--- src/rtl/core/tcw_pkg.sv ---
`timescale 1ns / 1ps
// ----------------------------------------------------------------------------
// tcw_pkg: shared widths and types for the triangle cotangent weights core
// Fixed field widths, internal word sizes and the record that travels from
// the front end to the root back end.
// ----------------------------------------------------------------------------
package tcw_pkg;

	localparam int W_COORD = 32;               // Q16.16 coordinate and weight
	localparam int W_DIFF  = W_COORD + 1;      // edge vector component
	localparam int W_PROD  = 2 * W_DIFF;       // product of two components
	localparam int W_CROSS = W_PROD + 1;       // cross product component
	localparam int W_DOT   = W_PROD + 2;       // dot product of an edge pair
	localparam int W_MAG   = W_PROD;           // magnitude of cross or dot
	localparam int W_LO    = 32;               // low half for split squaring
	localparam int W_HI    = W_MAG - W_LO;     // high half for split squaring
	localparam int W_SQ    = 2 * W_MAG;        // square of a magnitude
	localparam int W_S2    = W_SQ + 2;         // squared cross length
	localparam int T_SHIFT = 30;               // 2^30 scale on the squared dot
	localparam int W_T     = W_SQ + T_SHIFT;   // scaled squared dot
	localparam int N_ROOT  = 32;               // bits of the root
	localparam int W_ACC   = 200;              // root recurrence word
	localparam int N_LANE  = 3;                // one lane per corner

	localparam int QUEUE_DEPTH_DEF = 4;

	localparam logic [W_COORD-1:0] Q_MAX     = 32'h7FFF_FFFF;
	localparam logic [W_COORD-1:0] Q_MIN_MAG = 32'h8000_0000;

	typedef struct packed {
		logic [W_S2-1:0]            s2;
		logic [N_LANE-1:0][W_T-1:0] t;
		logic [N_LANE-1:0]          neg;
		logic                       degen;
	} tri_item_t;

endpackage

--- src/rtl/core/tcw_queue.sv ---
`timescale 1ns / 1ps
// ----------------------------------------------------------------------------
// tcw_queue: short queue between front end and back end
// Circular buffer with a fill count; head entry is visible when not empty.
// ----------------------------------------------------------------------------
module tcw_queue import tcw_pkg::*; #(
	parameter int DEPTH = QUEUE_DEPTH_DEF
) (
	input  logic      clk,
	input  logic      arst_n,
	input  logic      push,
	input  tri_item_t din,
	output logic      full,
	input  logic      pop,
	output tri_item_t dout,
	output logic      empty
);

	localparam int PW = (DEPTH > 1) ? $clog2(DEPTH) : 1;
	localparam int CW = $clog2(DEPTH + 1);

	tri_item_t       mem_q [DEPTH];
	logic [PW-1:0]   wr_ptr_q, rd_ptr_q;
	logic [CW-1:0]   cnt_q;

	assign full  = (cnt_q == CW'(DEPTH));
	assign empty = (cnt_q == '0);
	assign dout  = mem_q[rd_ptr_q];

	always_ff @(posedge clk or negedge arst_n) begin
		if (!arst_n) begin
			wr_ptr_q <= '0;
			rd_ptr_q <= '0;
			cnt_q    <= '0;
		end else begin
			if (push) begin
				wr_ptr_q <= (wr_ptr_q == PW'(DEPTH - 1)) ? '0 : wr_ptr_q + 1'b1;
			end
			if (pop) begin
				rd_ptr_q <= (rd_ptr_q == PW'(DEPTH - 1)) ? '0 : rd_ptr_q + 1'b1;
			end
			if (push && !pop) begin
				cnt_q <= cnt_q + 1'b1;
			end else if (pop && !push) begin
				cnt_q <= cnt_q - 1'b1;
			end
		end
	end

	always_ff @(posedge clk) begin
		if (push) begin
			mem_q[wr_ptr_q] <= din;
		end
	end

endmodule

--- config.mk ---
export PLATFORM = sky130hd
export DESIGN_NAME = tcw_queue
export DESIGN_NICKNAME = d
export VERILOG_FILES = /design/src/rtl/core/tcw_pkg.sv /design/src/rtl/core/tcw_queue.sv
export SDC_FILE = /design/constraint.sdc
export NUM_CORES = 2
export LEC_CHECK = 0
export ABC_AREA = 0
export BUFFER_PORTS_ARGS = -buffer_cell sky130_fd_sc_hd__buf_2
export CAP_MARGIN = 10
export CORE_AREA = 3 3 487 489
export CTS_BUF_LIST = sky130_fd_sc_hd__clkbuf_8
export CTS_CLUSTER_DIAMETER = 100
export CTS_CLUSTER_SIZE = 40
export DETAILED_ROUTE_END_ITERATION = 10
export DIE_AREA = 0 0 490 492
export GPL_ROUTABILITY_DRIVEN = 0
export GPL_TIMING_DRIVEN = 0
export PLACE_DENSITY = 0.6
export SYNTH_ARGS = -nofsm -noshare
export SYNTH_HDL_FRONTEND = slang
export SYNTH_SLANG_ARGS = --single-unit
--- constraint.sdc ---
create_clock -name clk -period 16.91 [get_ports clk]
set_clock_uncertainty 0.2 [all_clocks]
set_input_delay 1.691 -clock clk [delete_from_list [all_inputs] [get_ports clk]]
set_output_delay 1.691 -clock clk [all_outputs]
set_load 0.03 [all_outputs]
Word level (Yosys, flattened, before mapping):

Memory sizes are Yosys's and may differ from the RTL's.
Index checks and enable logic that the tools add are counted.

* register bits: 7
* bits in latches: 0
* memory bits (writable): 2496
* memory bits (read-only): 0
* input port bits: 628
* output and inout bits: 626
* logic and storage cells: 23
* memories kept: 1

* add/subtract/negate cells: 4
* $mul: 0
* divide/modulo/power cells: 0
* magnitude comparators: 0
* eq/ne operators: 3
* shift operators: 0
* muxes and demuxes: 6
* bitwise operators: 0
* reduce and logical (&&, ||, !) cells: 6

Memories
* mem_q: words 4, width 624, rd ports 1, clocked after memory_dff 0, wr ports 1, line tcw_queue.sv:22 `tri_item_t mem_q [DEPTH];`

Operators by type and width (number)
* $mux 3: 2
* $add 2x1->2 const B: 2
* $eq 2x2->1 const B: 2
* $mux 2: 2
* $add 3x1->3 const B: 1
* $eq 3x3->1 const B: 1
* $logic_not 3->1: 1
* $sub 3x1->3 const B: 1
* $logic_and 1x1->1: 2
* $logic_not 1->1: 2
* $mux 1: 2
* $reduce_bool 2->1: 1

Depth between registers and ports, before layout:

* word-level depth: 4
* mapped depth: 7
* mapped depth without buffers: 7

Worst setup path before layout:

Ideal clock, no wire load.

* kind: input-to-reg
* start point: in push
* end point: mem mem_q[0][0] in the netlist's numbering (enable)
* setup time: 1069 ps
* arrival time: 15679 ps
* required time: 15641 ps
* setup slack: -38 ps
* stages on the path: 1
* buffers on the path: 0
* cell sequence: and2_1

* longest elaborated chain between the ends: 2

Ends and longest elaborated chain
* start, declared: line tcw_queue.sv:11 `input logic push,`
* $mux 1: line tcw_queue.sv:51 `if (push) begin`
* $mux 1 (implied by the code): line tcw_queue.sv:52 `mem_q[wr_ptr_q] <= din;`
* end, declared: line tcw_queue.sv:22

Every way passes these cells.

==> metrics.csv <==
stage,metric,value,unit
run_status,status,completed,
pwr,p_int,11.07,mW
synthesis,syn_inst,3297,
placement,dpl-instance-area,101900,sq um
pwr,p_leak,34.32,nW
route,drt-initial-drc-count,3810,
sta,clock.fmax,180.6,MHz
synthesis,synth_seq_area_share,0.8323,
sta,setup_violations,0,
worst_hold_path,hp-class,reg -> reg,
die,dieArea,241100,sq um
finish,drive_gt1_frac,0.4662,
global_routing,grt.total_usage,0.1917,
synthesis,avgSynthCellArea,27.38,sq um
worst_setup_path,crit_family,buffers and inverters,
clock_network,cts_tree,done,
worst_setup_path,crit_chain,"clkbuf_1, buf_2, buf_2, buf_2, mux4_2, buf_2",
global_routing,grt_max_degree,55,
global_routing,grt_pass1_vias,42420,
global_routing,globalRouteOverflowTotal,0,
global_routing,grt_pass1_wl,329600,microns
synthesis,synth_area,90260,sq um
pwr,p_sw_frac,0.3901,
clock_network,clkLatencyLatePin,0.93,ns
synthesis,synth_fp_nets,3932,
sta,rsz0062_at_grt,no,
sta,slew_headroom,0.3160,
route,ant_nets,0,
route,drc,0,
die,dieHeight,492,microns
pwr,p_per_area,173.9,nW/um^2
placement,port_buffers,1253,
synthesis,ys_ff_latch,2503,
route,drt-total-wl,235800,microns
flow_run,drv_cap,0,
sta,min_period_over_period,0.3275,
worst_setup_path,startpoint_type,flip-flop,
clock_network,postCtsSetupBuffers,0,
global_routing,grt_antenna_before_repair,195,
pwr,seq_power_share,0.445,
die,pin_count,1254,
pwr,p_switching,7.079,mW
clock_network,clk_pin_slew_worst_paths,0.21,ns
placement,dp_hpwl,172200,microns
worst_setup_path,max_stage_delay,0.53,ns
clock_network,clk_path_buf_depth,3,
die,rows,177,
worst_setup_path,cpMostUsedCell,buf_2,
sta,finalCriticalPeriod,5.538,ns
finish,final_core_util,0.4485,
sta,report.final.hold_viol_count,0,
pwr,combPwrFrac,0.410,
clock_network,h-tree-depth,3,
worst_setup_path,critPathBufInv,5,
clock_network,cts_buffers,91,
finish,design_area,104400,sq um
die,initial_utilization,0.3878,
clock_network,cts_sinks,2503,
worst_setup_path,cp_max_fo,10,
finish,layout-area-overhead-vs-synth,15.64,%
die,coreArea,232800,sq um
route,via_count,41300,
sta,drv_slew,0,
die,die_w,490,microns
sta,tightest_slew,1.026,ns
clock_network,ctsResizeCount,0,
route,dr.pass1.iters,7,
synthesis,ys_warn_count,0,
worst_setup_path,cp_slowest_cell,buf_2,
route,viasPerCell,5.188,
worst_setup_path,path_class,reg -> out,
worst_setup_path,worst_ep_required_time,15.02,ns
worst_setup_path,cp.arrival,3.65,ns
route,wire_per_inst,29.62,microns
clock_network,cts_root_buf,clkbuf_8,
finish,layout.nets,5331,
pwr,clockPowerShare,0.144,
clock_network,cts_hold_buf,0,
synthesis,yosysUniqueCellTypes,19,
pwr,ir_drop,0.0001465,V
worst_setup_path,end_kind,output pin,
-- worst reg2reg max path: cells and delay by family (launching register included) --
family                   cells  cell delay [ns]
buffers and inverters        7             2.08
adder cells (fa/ha/maj)      1             0.15
AND/OR/NAND/NOR              1             0.57
flip-flops                   1             0.45
-- placed cells by master, fill, tap and decap left out, drive strengths merged --
| cell | instances |
|---|---|
| and2 | 4 |
| buf | 1436 |
| bufinv | 4 |
| clkbuf | 103 |
| clkinv | 29 |
| clkinvlp | 1 |
| dfrtp | 7 |
| diode | 64 |
| edfxtp | 2496 |
| fa | 1 |
| ha | 6 |
| inv | 38 |
| mux2 | 3 |
| mux4 | 624 |
| nand2 | 2 |
| nor2 | 3 |
| nor3 | 1 |
| nor3b | 1 |
| o21ai | 2 |
| xnor2 | 1 |
| xor2 | 2 |
-- through the flow --
stage	power [mW]	TNS (ns)	instances	worst slack (ns)	hold slack (ns)
after global routing	18.93	0	7918	11.00	0.1868
after detailed placement	15.86	0	7735	11.78	0.2959
after floorplan	13.60	-23.60	3297	-0.03782	0.2563
final	18.15	0	7960	11.37	0.3176
after CTS	18.44	0	7896	10.96	0.1737
after global placement	16.70	-	7682	-13.40	0.2748
-- power groups by stage --
stage                     Clock (mW)  Sequential, mW  Combinational [mW]
after floorplan                    0            8.73                4.87
after global placement             0            9.27                7.43
after detailed placement           0            8.24                7.62
after CTS                       2.71            8.09                7.64
after global routing            2.91            8.16                7.86
final                           2.62            8.08                7.45
-- registers in the layout (all words and copies together), names as in the netlist --
name,cells
mem_q,2496
cnt_q,3
rd_ptr_q,2
wr_ptr_q,2
-- metal layers --
metal  share of wire  vias up  GRT usage
li1                -    17190          -
met1            0.36    21970     0.2215
met2            0.51     1559     0.3257
met3            0.10      469    0.08422
met4           0.028      112    0.05026
met5          0.0032        -          0
-- Yosys cell counts, drive strengths merged --
master	number	area, sq um
mux2	3	33.78
ha	6	75.07
nor3b	1	7.510
inv	4	15.01
clkbuf	10	37.54
nor2	3	11.26
mux4	624	14050
xnor2	1	8.760
edfxtp	2496	74950
xor2	2	17.52
and2	4	25.02
fa	1	20.02
nor3	1	5.000
o21ai	2	10.01
buf	130	809.5
dfrtp	7	175.2
nand2	2	7.510
-- worst paths after layout --
| kind | startpoint | end | slack, ns | cells past startpoint |
|---|---|---|---|---|
| hold reg to reg | cnt_q[2] | cnt_q[2] | 0.32 | 1 |
| setup / recovery | rd_ptr_q[1] | dout[476] | 11.37 | 6 |
| max in group asynchronous | arst_n | rd_ptr_q[0] | 15.91 | 1 |
| min in group asynchronous | arst_n | cnt_q[0] | 0.35 | 1 |
| setup reg to reg | wr_ptr_q[0] | mem_q[0][217] | 13.11 | 9 |
| hold / removal | cnt_q[2] | cnt_q[2] | 0.32 | 1 |
-- cells by family (layout without fill, tap and decap cells) --
kind of cell,Yosys count,after routing,synth area share
DFF,2503,2503,0.8323
and+or+nand+nor,11,11,0.0006237
AOI/OAI and AO/OA,2,2,0.0001109
xor gates and xnor gates,3,3,0.0002911
muxes,627,627,0.1561
other,0,64,0
buffers and inverters,144,1611,0.009551
adders and majority gates,7,7,0.001053
-- area by class of cell --
class	instances	area, sq um
buffer	140	847.1
clock buffer	93	1280
tap	3132	3919
multi-input combinational	650	14290
antenna	64	160.2
inverter	4	15.01
clock inverter	68	1065
timing repair buffer	1306	7685
sequential	2503	75130
fill	19610	128400
(Power assumes the default switching activity.)
